### config.mk
export PLATFORM = sky130hd
export DESIGN_NAME = ipv4_header_check_flat
export DESIGN_NICKNAME = d
export VERILOG_FILES = /design/src/rtl/core/ipv4hc_pkg.sv /design/src/rtl/core/ipv4hc_if.sv /design/src/rtl/core/ipv4hc_csum.sv /design/src/rtl/core/ipv4_header_check.sv /design/src/flat_wrapper.sv
export SDC_FILE = /design/constraint.sdc
export NUM_CORES = 1
export LEC_CHECK = 0
export BUFFER_PORTS_ARGS = -buffer_cell sky130_fd_sc_hd__buf_4
export CORE_ASPECT_RATIO = 2
export CORE_MARGIN = 2
export CORE_UTILIZATION = 62
export CTS_CLUSTER_DIAMETER = 30
export DETAILED_ROUTE_END_ITERATION = 8
export PLACE_DENSITY = 0.86
export SLEW_MARGIN = 20
export SYNTH_ARGS = -nofsm -noshare
export SYNTH_HDL_FRONTEND = slang
export SYNTH_SLANG_ARGS = --single-unit
### constraint.sdc
create_clock -name i_clk -period 9.49 [get_ports i_clk]
set_input_delay 1.898 -clock i_clk [delete_from_list [all_inputs] [get_ports i_clk]]
set_output_delay 1.898 -clock i_clk [all_outputs]
set_load 0.005 [all_outputs]
### src/rtl/core/ipv4hc_pkg.sv
`timescale 1ns / 1ps

package ipv4hc_pkg;

    // header field constants
    localparam logic [3:0]  IPV4_VERSION     = 4'h4;
    localparam logic [3:0]  IPV4_BASE_IHL    = 4'h5;
    localparam logic [15:0] MIN_HEADER_BYTES = 16'd20;
    localparam logic [12:0] FRAG_OFFSET_ONE  = 13'd1;
    localparam logic [7:0]  TTL_LAST_HOP     = 8'd1;
    localparam logic [15:0] CSUM_GOOD        = 16'hffff;

    // error codes, higher code wins
    localparam logic [2:0] ERR_NONE     = 3'd0;
    localparam logic [2:0] ERR_OPTIONS  = 3'd1;
    localparam logic [2:0] ERR_VERSION  = 3'd2;
    localparam logic [2:0] ERR_CHECKSUM = 3'd3;
    localparam logic [2:0] ERR_FRAGONE  = 3'd4;
    localparam logic [2:0] ERR_TTL      = 3'd5;
    localparam logic [2:0] ERR_SHORT    = 3'd6;
    localparam logic [2:0] ERR_LENGTH   = 3'd7;

    // dispositions
    localparam logic [1:0] DISP_FORWARD = 2'd0;
    localparam logic [1:0] DISP_PUNT    = 2'd1;
    localparam logic [1:0] DISP_DROP    = 2'd2;

    // field checks resolved in the first stage
    typedef struct packed {
        logic options;
        logic version;
        logic frag_one;
        logic ttl;
        logic short_len;
        logic buf_short;
    } t_flags;

    // stage load enables handed to the checksum pipe
    typedef struct packed {
        logic adv1;
        logic adv2;
    } t_stage_ctl;

endpackage

### src/rtl/core/ipv4hc_if.sv
`timescale 1ns / 1ps

// header item channel
interface ipv4hc_in_if;
    logic        valid;
    logic        ready;
    logic [31:0] header_word0;
    logic [31:0] header_word1;
    logic [31:0] header_word2;
    logic [31:0] header_word3;
    logic [31:0] header_word4;
    logic [15:0] buffer_length;
    logic [7:0]  forward_next;

    modport source (
        output valid, header_word0, header_word1, header_word2, header_word3,
               header_word4, buffer_length, forward_next,
        input  ready
    );
    modport sink (
        input  valid, header_word0, header_word1, header_word2, header_word3,
               header_word4, buffer_length, forward_next,
        output ready
    );
endinterface

// result item channel
interface ipv4hc_out_if;
    logic       valid;
    logic       ready;
    logic [1:0] disposition;
    logic [2:0] error_code;
    logic [7:0] next_hop;

    modport source (
        output valid, disposition, error_code, next_hop,
        input  ready
    );
    modport sink (
        input  valid, disposition, error_code, next_hop,
        output ready
    );
endinterface

### src/rtl/core/ipv4hc_csum.sv
`timescale 1ns / 1ps

module ipv4hc_csum (
    input  logic                   i_clk,
    input  ipv4hc_pkg::t_stage_ctl i_ctl,
    input  logic [31:0]            i_word0,
    input  logic [31:0]            i_word1,
    input  logic [31:0]            i_word2,
    input  logic [31:0]            i_word3,
    input  logic [31:0]            i_word4,
    output logic [16:0]            o_fold
);
    import ipv4hc_pkg::*;

    logic [16:0] r_pair [5];
    logic [16:0] r_fold;
    logic [16:0] n_pair [5];
    logic [19:0] n_total;
    logic [16:0] n_fold;

    // stage 1: add the two halves of each word
    always_comb begin
        n_pair[0] = {1'b0, i_word0[31:16]} + {1'b0, i_word0[15:0]};
        n_pair[1] = {1'b0, i_word1[31:16]} + {1'b0, i_word1[15:0]};
        n_pair[2] = {1'b0, i_word2[31:16]} + {1'b0, i_word2[15:0]};
        n_pair[3] = {1'b0, i_word3[31:16]} + {1'b0, i_word3[15:0]};
        n_pair[4] = {1'b0, i_word4[31:16]} + {1'b0, i_word4[15:0]};
    end

    always_ff @(posedge i_clk) begin
        if (i_ctl.adv1) begin
            r_pair <= n_pair;
        end
    end

    // stage 2: sum the pairs and fold the upper nibble back in once
    always_comb begin
        n_total = {3'b0, r_pair[0]} + {3'b0, r_pair[1]} + {3'b0, r_pair[2]}
                + {3'b0, r_pair[3]} + {3'b0, r_pair[4]};
        n_fold  = {1'b0, n_total[15:0]} + {13'b0, n_total[19:16]};
    end

    always_ff @(posedge i_clk) begin
        if (i_ctl.adv2) begin
            r_fold <= n_fold;
        end
    end

    assign o_fold = r_fold;

endmodule

### src/rtl/core/ipv4_header_check.sv
`timescale 1ns / 1ps

// IPv4 fixed-header checker. Each item carries the 20-byte header as five
// big-endian words plus the received length and the next index to use on
// success; the result gives forward, punt (options present) or drop, with
// the highest-ranked error code. Three register stages: word-half sums and
// field compares, the checksum add and first fold, then the final fold,
// error priority and the output register. One item is taken every cycle
// while the output is not stalled, and a stalled output holds the pipe back
// through the ready chain without losing or repeating items. check_enable
// resets to 1; write it only while no item is in flight (not enforced).
module ipv4_header_check (
    input  logic            i_clk,
    input  logic            i_rst_n,
    input  logic            i_cfg_we,
    input  logic            i_cfg_wdata,
    ipv4hc_in_if.sink       i_item,
    ipv4hc_out_if.source    o_item
);
    import ipv4hc_pkg::*;

    logic        r_check_enable;
    logic        r_v1, r_v2, r_v3;
    t_flags      r_flags1, r_flags2;
    logic [7:0]  r_fwd1, r_fwd2;
    logic [1:0]  r_disp;
    logic [2:0]  r_err;
    logic [7:0]  r_next;
    t_stage_ctl  ctl;
    logic        adv3;
    t_flags      n_flags1;
    logic [16:0] fold1;
    logic [16:0] fold2;
    logic        csum_bad;
    logic [2:0]  n_err;
    logic [1:0]  n_disp;
    logic [7:0]  n_next;

    // configuration register
    always_ff @(posedge i_clk) begin
        if (!i_rst_n) begin
            r_check_enable <= 1'b1;
        end else if (i_cfg_we) begin
            r_check_enable <= i_cfg_wdata;
        end
    end

    // stage advance: a stage loads when empty or when its content moves on
    assign adv3     = !r_v3 || o_item.ready;
    assign ctl.adv2 = !r_v2 || adv3;
    assign ctl.adv1 = !r_v1 || ctl.adv2;
    assign i_item.ready = ctl.adv1;

    always_ff @(posedge i_clk) begin
        if (!i_rst_n) begin
            r_v1 <= 1'b0;
            r_v2 <= 1'b0;
            r_v3 <= 1'b0;
        end else begin
            if (ctl.adv1) begin
                r_v1 <= i_item.valid;
            end
            if (ctl.adv2) begin
                r_v2 <= r_v1;
            end
            if (adv3) begin
                r_v3 <= r_v2;
            end
        end
    end

    // stage 1: field compares
    always_comb begin
        n_flags1.options   = i_item.header_word0[27:24] != IPV4_BASE_IHL;
        n_flags1.version   = i_item.header_word0[31:28] != IPV4_VERSION;
        n_flags1.frag_one  = i_item.header_word1[12:0] == FRAG_OFFSET_ONE;
        n_flags1.ttl       = i_item.header_word2[31:24] <= TTL_LAST_HOP;
        n_flags1.short_len = i_item.header_word0[15:0] < MIN_HEADER_BYTES;
        n_flags1.buf_short = i_item.buffer_length < i_item.header_word0[15:0];
    end

    always_ff @(posedge i_clk) begin
        if (ctl.adv1) begin
            r_flags1 <= n_flags1;
            r_fwd1   <= i_item.forward_next;
        end
        if (ctl.adv2) begin
            r_flags2 <= r_flags1;
            r_fwd2   <= r_fwd1;
        end
    end

    // checksum adder pipe, stages 1 and 2
    ipv4hc_csum u_csum (
        .i_clk   (i_clk),
        .i_ctl   (ctl),
        .i_word0 (i_item.header_word0),
        .i_word1 (i_item.header_word1),
        .i_word2 (i_item.header_word2),
        .i_word3 (i_item.header_word3),
        .i_word4 (i_item.header_word4),
        .o_fold  (fold1)
    );

    // stage 3: last fold, error priority, disposition
    always_comb begin
        fold2    = {1'b0, fold1[15:0]} + {16'b0, fold1[16]};
        csum_bad = r_check_enable && (fold2[16] || (fold2[15:0] != CSUM_GOOD));

        n_err = ERR_NONE;
        if (r_flags2.options)   n_err = ERR_OPTIONS;
        if (r_flags2.version)   n_err = ERR_VERSION;
        if (csum_bad)           n_err = ERR_CHECKSUM;
        if (r_flags2.frag_one)  n_err = ERR_FRAGONE;
        if (r_flags2.ttl)       n_err = ERR_TTL;
        if (r_flags2.short_len) n_err = ERR_SHORT;
        if (r_flags2.buf_short) n_err = ERR_LENGTH;

        case (n_err)
            ERR_NONE: begin
                n_disp = DISP_FORWARD;
                n_next = r_fwd2;
            end
            ERR_OPTIONS: begin
                n_disp = DISP_PUNT;
                n_next = 8'd0;
            end
            default: begin
                n_disp = DISP_DROP;
                n_next = 8'd0;
            end
        endcase
    end

    always_ff @(posedge i_clk) begin
        if (adv3) begin
            r_disp <= n_disp;
            r_err  <= n_err;
            r_next <= n_next;
        end
    end

    assign o_item.valid       = r_v3;
    assign o_item.disposition = r_disp;
    assign o_item.error_code  = r_err;
    assign o_item.next_hop    = r_next;

    // pipe is empty right after reset
    a_reset_empty: assert property (@(posedge i_clk)
        !i_rst_n |=> (!r_v1 && !r_v2 && !r_v3))
        else $error("pipeline valid bits not cleared by reset");

    // forward exactly when no error
    a_fwd_iff_clean: assert property (@(posedge i_clk) disable iff (!i_rst_n)
        r_v3 |-> ((r_disp == DISP_FORWARD) == (r_err == ERR_NONE)))
        else $error("disposition and error code disagree");

    // punt only for options
    a_punt_options: assert property (@(posedge i_clk) disable iff (!i_rst_n)
        (r_v3 && (r_disp == DISP_PUNT)) |-> (r_err == ERR_OPTIONS))
        else $error("punt without options error");

    // a nonzero next index only on a clean header
    a_next_clean: assert property (@(posedge i_clk) disable iff (!i_rst_n)
        (r_v3 && (r_next != 8'd0)) |-> (r_err == ERR_NONE))
        else $error("next index set on a failed header");

    // a stage holding an item under stall keeps it
    a_stall_hold: assert property (@(posedge i_clk) disable iff (!i_rst_n)
        (r_v2 && !ctl.adv2) |=> r_v2)
        else $error("middle stage item lost under stall");

endmodule

### src/flat_wrapper.sv
// flat-port wrapper written by rule: the top's interface ports become plain ports
module ipv4_header_check_flat import ipv4hc_pkg::*;
  (i_clk, i_rst_n, i_cfg_we, i_cfg_wdata, i_item_valid, i_item_header_word0, i_item_header_word1, i_item_header_word2, i_item_header_word3, i_item_header_word4, i_item_buffer_length, i_item_forward_next, i_item_ready, o_item_valid, o_item_disposition, o_item_error_code, o_item_next_hop, o_item_ready);
  ipv4hc_in_if i_item_i ();
  ipv4hc_out_if o_item_i ();
  input  logic i_clk;
  input  logic i_rst_n;
  input  logic i_cfg_we;
  input  logic i_cfg_wdata;
  input wire logic [$bits(i_item_i.valid)-1:0] i_item_valid;
  input wire logic [$bits(i_item_i.header_word0)-1:0] i_item_header_word0;
  input wire logic [$bits(i_item_i.header_word1)-1:0] i_item_header_word1;
  input wire logic [$bits(i_item_i.header_word2)-1:0] i_item_header_word2;
  input wire logic [$bits(i_item_i.header_word3)-1:0] i_item_header_word3;
  input wire logic [$bits(i_item_i.header_word4)-1:0] i_item_header_word4;
  input wire logic [$bits(i_item_i.buffer_length)-1:0] i_item_buffer_length;
  input wire logic [$bits(i_item_i.forward_next)-1:0] i_item_forward_next;
  output wire logic [$bits(i_item_i.ready)-1:0] i_item_ready;
  output wire logic [$bits(o_item_i.valid)-1:0] o_item_valid;
  output wire logic [$bits(o_item_i.disposition)-1:0] o_item_disposition;
  output wire logic [$bits(o_item_i.error_code)-1:0] o_item_error_code;
  output wire logic [$bits(o_item_i.next_hop)-1:0] o_item_next_hop;
  input wire logic [$bits(o_item_i.ready)-1:0] o_item_ready;
  assign i_item_i.valid = i_item_valid;
  assign i_item_i.header_word0 = i_item_header_word0;
  assign i_item_i.header_word1 = i_item_header_word1;
  assign i_item_i.header_word2 = i_item_header_word2;
  assign i_item_i.header_word3 = i_item_header_word3;
  assign i_item_i.header_word4 = i_item_header_word4;
  assign i_item_i.buffer_length = i_item_buffer_length;
  assign i_item_i.forward_next = i_item_forward_next;
  assign i_item_ready = i_item_i.ready;
  assign o_item_valid = o_item_i.valid;
  assign o_item_disposition = o_item_i.disposition;
  assign o_item_error_code = o_item_i.error_code;
  assign o_item_next_hop = o_item_i.next_hop;
  assign o_item_i.ready = o_item_ready;
  ipv4_header_check u_core (.i_clk(i_clk), .i_rst_n(i_rst_n), .i_cfg_we(i_cfg_we), .i_cfg_wdata(i_cfg_wdata), .i_item(i_item_i), .o_item(o_item_i));
endmodule
# After elaboration in Yosys (flattened, before gate mapping)
# Cells that the tools add are included.
# op_classes
n_addsub	11
n_lt_le_gt_ge	3
eq_ne	5
mux	8
reduce_logical	9
# op_table
cell	n
16-bit by 16-bit adder with 17-bit output	5
19-bit by 17-bit adder with 20-bit output	1
20-bit by 17-bit adder with 20-bit output	1
18-bit by 17-bit adder with 19-bit output	1
17-bit by 17-bit adder with 18-bit output	1
16-bit by 1-bit adder with 17-bit output	1
16-bit by 4-bit adder with 17-bit output	1
16-bit < comparator	1
16-bit by 5-bit < comparator with 1-bit output, second input constant	1
16-bit inequality test, second input constant	1
13-bit by 1-bit equality test with 1-bit output, second input constant	1
3-bit two-way mux	4
8-bit by 1-bit <= comparator with 1-bit output, second input constant	1
4-bit by 3-bit inequality test with 1-bit output, second input constant	2
1-bit logical OR	4
2-bit two-way mux	2
2-bit case mux with 2 select lines	1
3-bit by 1-bit equality test with 1-bit output, second input constant	1
1-bit zero test	3
3-bit zero test	1
1-bit logical AND	1
1-bit two-way mux	1
# totals
register_bits	147
inputBits	190
word_cells	63

# Depth between registers and ports, before layout
# logic_depth
word_depth	11
ltp_mapped	25

# Hierarchy
# Synthesis repeated with hierarchy kept, for this count alone.
# unflattened
cells_unflattened	1113
hier_area_um2	11529.8
# modules_own_cells
module	instances	cells_each	area_per_inst_um2	seq_area_each_um2
ipv4hc_csum	1	930	9255.1	3062.9
ipv4_header_check	1	183	2274.7	1311.3

# Worst setup path before layout
# OpenSTA, ideal clock, no wires.
# synth_path
path_type	input -> output
from	input o_item_ready
to	output i_item_ready
arrival_ns	4.424
required_time_ns	7.592
setup_slack_ns	3.168
path_stages	2
path_cell_list	nor2b_1 nand3_1
# synth_between
elab_chain_len	3
# synth_rtl
element	line	source
start: declaration	flat_wrapper.sv:23	input wire logic [$bits(o_item_i.ready)-1:0] o_item_ready;
1-bit logical OR	ipv4_header_check.sv:49	assign adv3 = !r_v3 || o_item.ready;
1-bit logical OR	ipv4_header_check.sv:50	assign ctl.adv2 = !r_v2 || adv3;
1-bit logical OR	ipv4_header_check.sv:51	assign ctl.adv1 = !r_v1 || ctl.adv2;
end: declaration	flat_wrapper.sv:18	output wire logic [$bits(i_item_i.ready)-1:0] i_item_ready;
# Every way passes these cells.

# Worst setup path after layout
# layout_path
from	register u_core.u_csum.r_pair[2] (netlist bit)
to	register u_core.u_csum.r_fold[10], in the netlist u_core.u_csum.o_fold[10], data pin
# layout_between
elab_chain_len	2
# layout_rtl
element	line	source
start: declaration	ipv4hc_csum.sv:15	logic [16:0] r_pair [5];
start signal: assignment	ipv4hc_csum.sv:32	r_pair <= n_pair;
20-bit by 17-bit adder with 20-bit output	ipv4hc_csum.sv:39	+ {3'b0, r_pair[3]} + {3'b0, r_pair[4]};
16-bit by 4-bit adder with 17-bit output	ipv4hc_csum.sv:40	n_fold = {1'b0, n_total[15:0]} + {13'b0, n_total[19:16]};
via u_core.u_csum.n_fold[10]	ipv4hc_csum.sv:19	logic [16:0] n_fold;
end signal: assignment	ipv4hc_csum.sv:45	r_fold <= n_fold;
end: declaration	ipv4hc_csum.sv:16	logic [16:0] r_fold;
# The timed path passes the listed nets, and every way through them passes these cells.
# A chain may end at the register's enable or synchronous reset.

==> results.env <==
MULTIINPUTGATEAREA_UM2=6032
PLACEMENT.IO_BUFFERS=204
POST_DRT_WL_PER_CELL_UM=17.68
SYNTH_NETS=1420
WORST_SLEW_MARGIN_RELATIVE_TO_ITS_LIMIT_PCT=35.58
RSZ0062_AT_GRT='false'
DESIGN.DIE.AREA_UM2=19180
R2R_END='u_core.u_csum.o_fold[10]'
SWITCHING_SHARE_PCT=45.74
DR.FIRST_ITER.DRC_COUNT=364
CLK_LATENCY_NS=0.44
CORE.ROWCOUNT=69
IRDROPWORSTVDD_mV=0.3407
WL_MET2_UM=15280
DIE_HEIGHT_UM=193.9
POST_SYNTH_MAIN_AREA_CONTRIBUTORS='edfxtp_1, ha_1, fa_1'
WORST_SLACK_ON_HOLD_PATHS_NS=0.4138
DIE_W_UM=98.95
SEQCELLAREA_UM2=4374
CTS_RESIZED=0
HOLD_START='u_core.r_flags1[1]'
LAYOUT.NETS=1645
DP.FINAL_HPWL_UM=21290
CRITICAL_PATH_ARRIVAL_NS=6.29
CRIT_BUF_INV=4
DRV.MAX_CAP_VIOLATION_COUNT=0
LAYOUT-DRIVE-GT1-SHARE_PCT=19.75
STATIC-LEAKAGE-POWER_nW=6.536
SETUP_VIOL=0
INITIAL_UTILIZATION_PCT=63.16
SEQUENTIALPOWERSHARE_PCT=20.6
GRT_START_MAX_NET_PINS=62
TIMING_WORST_SETUP_PATH_TYPE='reg2reg'
AREA_DELTA_SYNTH_FINAL_PCT=21.75
SYNTH.TOP_CELL.AREA_SHARE_PCT=38.42
GR-TOTAL-OVERFLOW=0
SHARE_CLK_OF_TOTAL_POWER_PCT=12.9
CRITPATHREQUIREDTIME_NS=9.69
SYN_AREA_PER_CELL_UM2=10.62
MIN_DELAY_WORST_ENDPOINT='u_core.r_flags2[1]'
TIMING.CRITICAL_PATH.MAX_DELAY_FAMILY='adder cells'
YS.WARNINGS.COUNT=0
CTSROOTBUFFERMASTER='clkbuf_16'
CRITICAL_PATH.CELL_CHAIN='inv_1, fa_1, inv_1, fa_1, inv_1, fa_1, inv_1, ha_1, a211oi_2, o21ai_2, a31oi_1, a311oi_1, o21ai_0, nand2b_1, xor2_1, ha_1, fa_1, a21o_1, a21oi_1, nor2_1, and4_1, nand3_1, mux2i_1, xnor2_1'
MIN_PATH_CELLS=0
REPORT.FINAL.HOLD_VIOL_COUNT=0
CRITICAL_PATH_START_TYPE='register'
IOPINCOUNT=205
DRT_PRE_ANTENNA_ITERS=5
GRTUSAGETOTAL_PCT=28.87
FINALMAXSLEWVIOLATIONS=0
SYNTH.CELL_AREA_UM2=11180
SETUP.REG_TO_REG.WORST_SLACK_NS=3.40
SYNTH_EDF_COUNT=143
FINALCRITICALPERIOD_NS=6.092
CRITPATHCAPTURETYPE='register'
ROUTED-WL-MET3_UM=1230
CLOCK_TREE_FROM_TRITONCTS='yes'
ASYNCSETRESETFLOPFRACSYNTH_PCT=0
P_COMB_SHARE_PCT=66.5
GLOBALPLACE.CONGESTION=0.9603
ROUTED.TOP_LAYER='met4'
NUMCLOCKSINKS=147
CTS_BUFFER_DEPTH=2
SYNTH_TOP_CELL_BY_AREA='edfxtp_1'
DRC=0
INTPOWER_W=0.002826
DRT.ANTENNA.VIOLATING_NETS=0
FINALSETUPTNS_NS=0
PLACE_WORST_SETUP_SLACK_NS=3.517
HOLD_PATH_CLASS='reg2reg'
MAXIMUM_CELL_STAGE_DELAY_ALONG_THE_CRITICAL_PATH_NS=0.59
MAX_CLOCK_FREQ_MHz=164.1
DR_TOTAL_VIAS=8611
CRITPATHMAXFANOUT=4
TIMING.CRITICAL_PATH.SLOWEST_STAGE_CELL='fa_1'
CRITICAL_PATH.REG2REG.STARTPOINT='u_core.u_csum.r_pair[2]'
CTS_BUFFERS=17
POWER_W=0.005209
SYN_INST=1053
POST-CTS-SETUP-BUFFER-COUNT=0
TIGHTESTPINTRANSITION_NS=0.9574
GRT_PASS1_WL_UM=43220
VIAS_PER_CELL=5.722
SYNTH.YOSYS.SEQ_AREA_SHARE_PCT=39.13
CLKTRANSATPATHREGS_NS=0.07
POST_CTS_HOLD_BUFFER_COUNT=0
H-TREE-DEPTH=4
DESIGN.CORE.AREA_UM2=17700
YS_SEQ_ELEMENTS=147
ROUTEDLENGTHMET1_UM=8356
TIMING.FINAL.CRIT_SHARE_PCT=64.20
WORST_R2R_PATH_DEPTH=24
LAYOUT.FILLER_CELLS=1149
PWR_DENSITY_CELL_nW_PER_UM2=382.7
POWER_SWITCHING_W=0.002382
OUTCOME='completed'
FINAL_CRITICAL_PATH_SETUP_SLACK_NS=3.398
FIRST_GLOBAL_VIAS=9348
WL_UM=26610
POSTSYNTH.TOPFLOPCELL='edfxtp_1'
NUMBER_OF_ANTENNA_VIOLATIONS_AT_THE_FIRST_CHECK_IN_GLOBAL_ROUTING=1
SYNTH.DISTINCT_CELLS=59
WORST_CLOCK_SKEW_NS=0.01152
==> power groups by stage <==
stage	Clock [W]	Combinational, W	Sequential [W]
floorplan	0	0.00261	0.00106
global placement	0	0.00323	0.00108
detailed placement	0	0.00339	0.00108
CTS	0.000675	0.00343	0.00107
global route	0.000704	0.00386	0.00108
finish	0.000672	0.00346	0.00107
==> worst reg2reg max path: stages, from the launching register on <==
cell and delay (ns):
edfxtp_1 0.32, inv_1 0.08, fa_1 0.59, inv_1 0.08, fa_1 0.52, inv_1 0.06, fa_1 0.56, inv_1 0.06
ha_1 0.32, a211oi_2 0.30, o21ai_2 0.14, a31oi_1 0.30, a311oi_1 0.16, o21ai_0 0.28, nand2b_1 0.13, xor2_1 0.17
ha_1 0.23, fa_1 0.41, a21o_1 0.18, a21oi_1 0.21, nor2_1 0.09, and4_1 0.26, nand3_1 0.11, mux2i_1 0.22
xnor2_1 0.08
==> per-stage QoR <==
stage               cell area (um^2)  cells  util (%)
global placement               13000   1472     73.47
detailed placement             13000   1472     73.47
finish                         13610   1505     76.90
floorplan                      11180   1053         -
global route                   13610   1505     76.90
CTS                            13610   1504     76.88
==> placed cells by master (no fill, tap or decap), types with 4 or more instances in the layout <==
master / Yosys / layout
a211oi_1: 5 / 5
a21o_1: 28 / 28
a21oi_1: 74 / 74
a31oi_1: 14 / 14
and2_1: 15 / 15
and3_1: 5 / 5
buf_4: 0 / 206
clkbuf_16: 0 / 17
clkinv_8: 0 / 5
dfxtp_1: 4 / 4
edfxtp_1: 143 / 143
fa_1: 56 / 56
ha_1: 121 / 121
inv_1: 209 / 209
inv_6: 0 / 4
inv_8: 0 / 4
nand2_1: 33 / 33
nand2b_1: 22 / 22
nand3_1: 13 / 12
nand4_1: 4 / 4
nor2_1: 36 / 36
nor2b_1: 16 / 16
nor3_1: 14 / 14
nor3b_1: 4 / 4
nor4_1: 7 / 7
o211ai_1: 10 / 10
o21a_1: 21 / 21
o21ai_0: 39 / 39
o21bai_1: 8 / 8
o31a_1: 4 / 4
xnor2_1: 65 / 65
xor2_1: 29 / 29
==> kinds of logic (layout without fill, tap and decap cells) <==
kind of cell,Yosys count,count (layout),synth area share [%]
DFF,147,147,39.13
buffers and inverters,209,447,7.018
muxes,2,2,0.1791
AOI/OAI and AO/OA,232,232,13.24
and+or+nand+nor,191,191,9.346
other,0,1,0
adders and majority gates,177,177,23.57
xor gates and xnor gates,95,95,7.511
==> worst max-delay path by stage <==
stage | startpoint | to | cells past startpoint
6_report | u_core.u_csum.r_pair[2] | u_core.u_csum.o_fold[10] | 24
5_1_grt | u_core.u_csum.r_pair[18] | u_core.u_csum.o_fold[10] | 24
4_1_cts | u_core.u_csum.r_pair[18] | u_core.u_csum.o_fold[10] | 24
3_5_place_dp | u_core.u_csum.r_pair[18] | u_core.u_csum.o_fold[10] | 24
3_3_place_gp | u_core.u_csum.r_pair[18] | u_core.u_csum.o_fold[10] | 24
2_1_floorplan | o_item_ready | i_item_ready | 2
==> synthesized netlist by cell type (3+ instances only) <==
| cell | number |
|---|---|
| o21bai_1 | 8 |
| fa_1 | 56 |
| o21a_1 | 21 |
| nor2_1 | 36 |
| o31a_1 | 4 |
| nor3b_1 | 4 |
| nor4_1 | 7 |
| o21ai_1 | 3 |
| a31oi_1 | 14 |
| nand4b_1 | 3 |
| ha_1 | 121 |
| and2_1 | 15 |
| nor2b_1 | 16 |
| xnor2_1 | 65 |
| nand2b_1 | 22 |
| a21o_1 | 28 |
| xor2_1 | 29 |
| a41oi_1 | 3 |
| and4_1 | 3 |
| dfxtp_1 | 4 |
| edfxtp_1 | 143 |
| nand3_1 | 13 |
| a21oi_1 | 74 |
| o31ai_1 | 3 |
| o2111a_1 | 3 |
| nor3_1 | 14 |
| nand2_1 | 33 |
| nand4_1 | 4 |
| a41o_1 | 3 |
| inv_1 | 209 |
| a211oi_1 | 5 |
| and3_1 | 5 |
| o21ai_0 | 39 |
| o211ai_1 | 10 |
==> flip-flops by register name, indices dropped and copies added (netlist names), 2 cells and up <==
register	flops
u_core.u_csum.r_pair	85
u_core.u_csum.o_fold	17
u_core.o_item.next_hop	8
u_core.r_fwd1	8
u_core.r_fwd2	8
u_core.r_flags1	6
u_core.r_flags2	6
u_core.o_item.error_code	3
u_core.o_item.disposition	2
==> cell type report <==
cell class,instances,area share [%]
diodes,1,0.01839
clock buffers,17,3.126
clock inverters,15,1.306
inverters,209,5.764
multi-input cells,697,44.32
flip-flops and latches,147,32.14
well taps,213,1.958
repair buffers,206,11.36
==> routing by layer <==
metal,global-route usage [%],vias up
met4,17.86,0
met3,5.371,102
met5,0,-
met2,55.01,288
met1,27.25,4121
li1,-,4100
(Power assumes the default switching activity.)
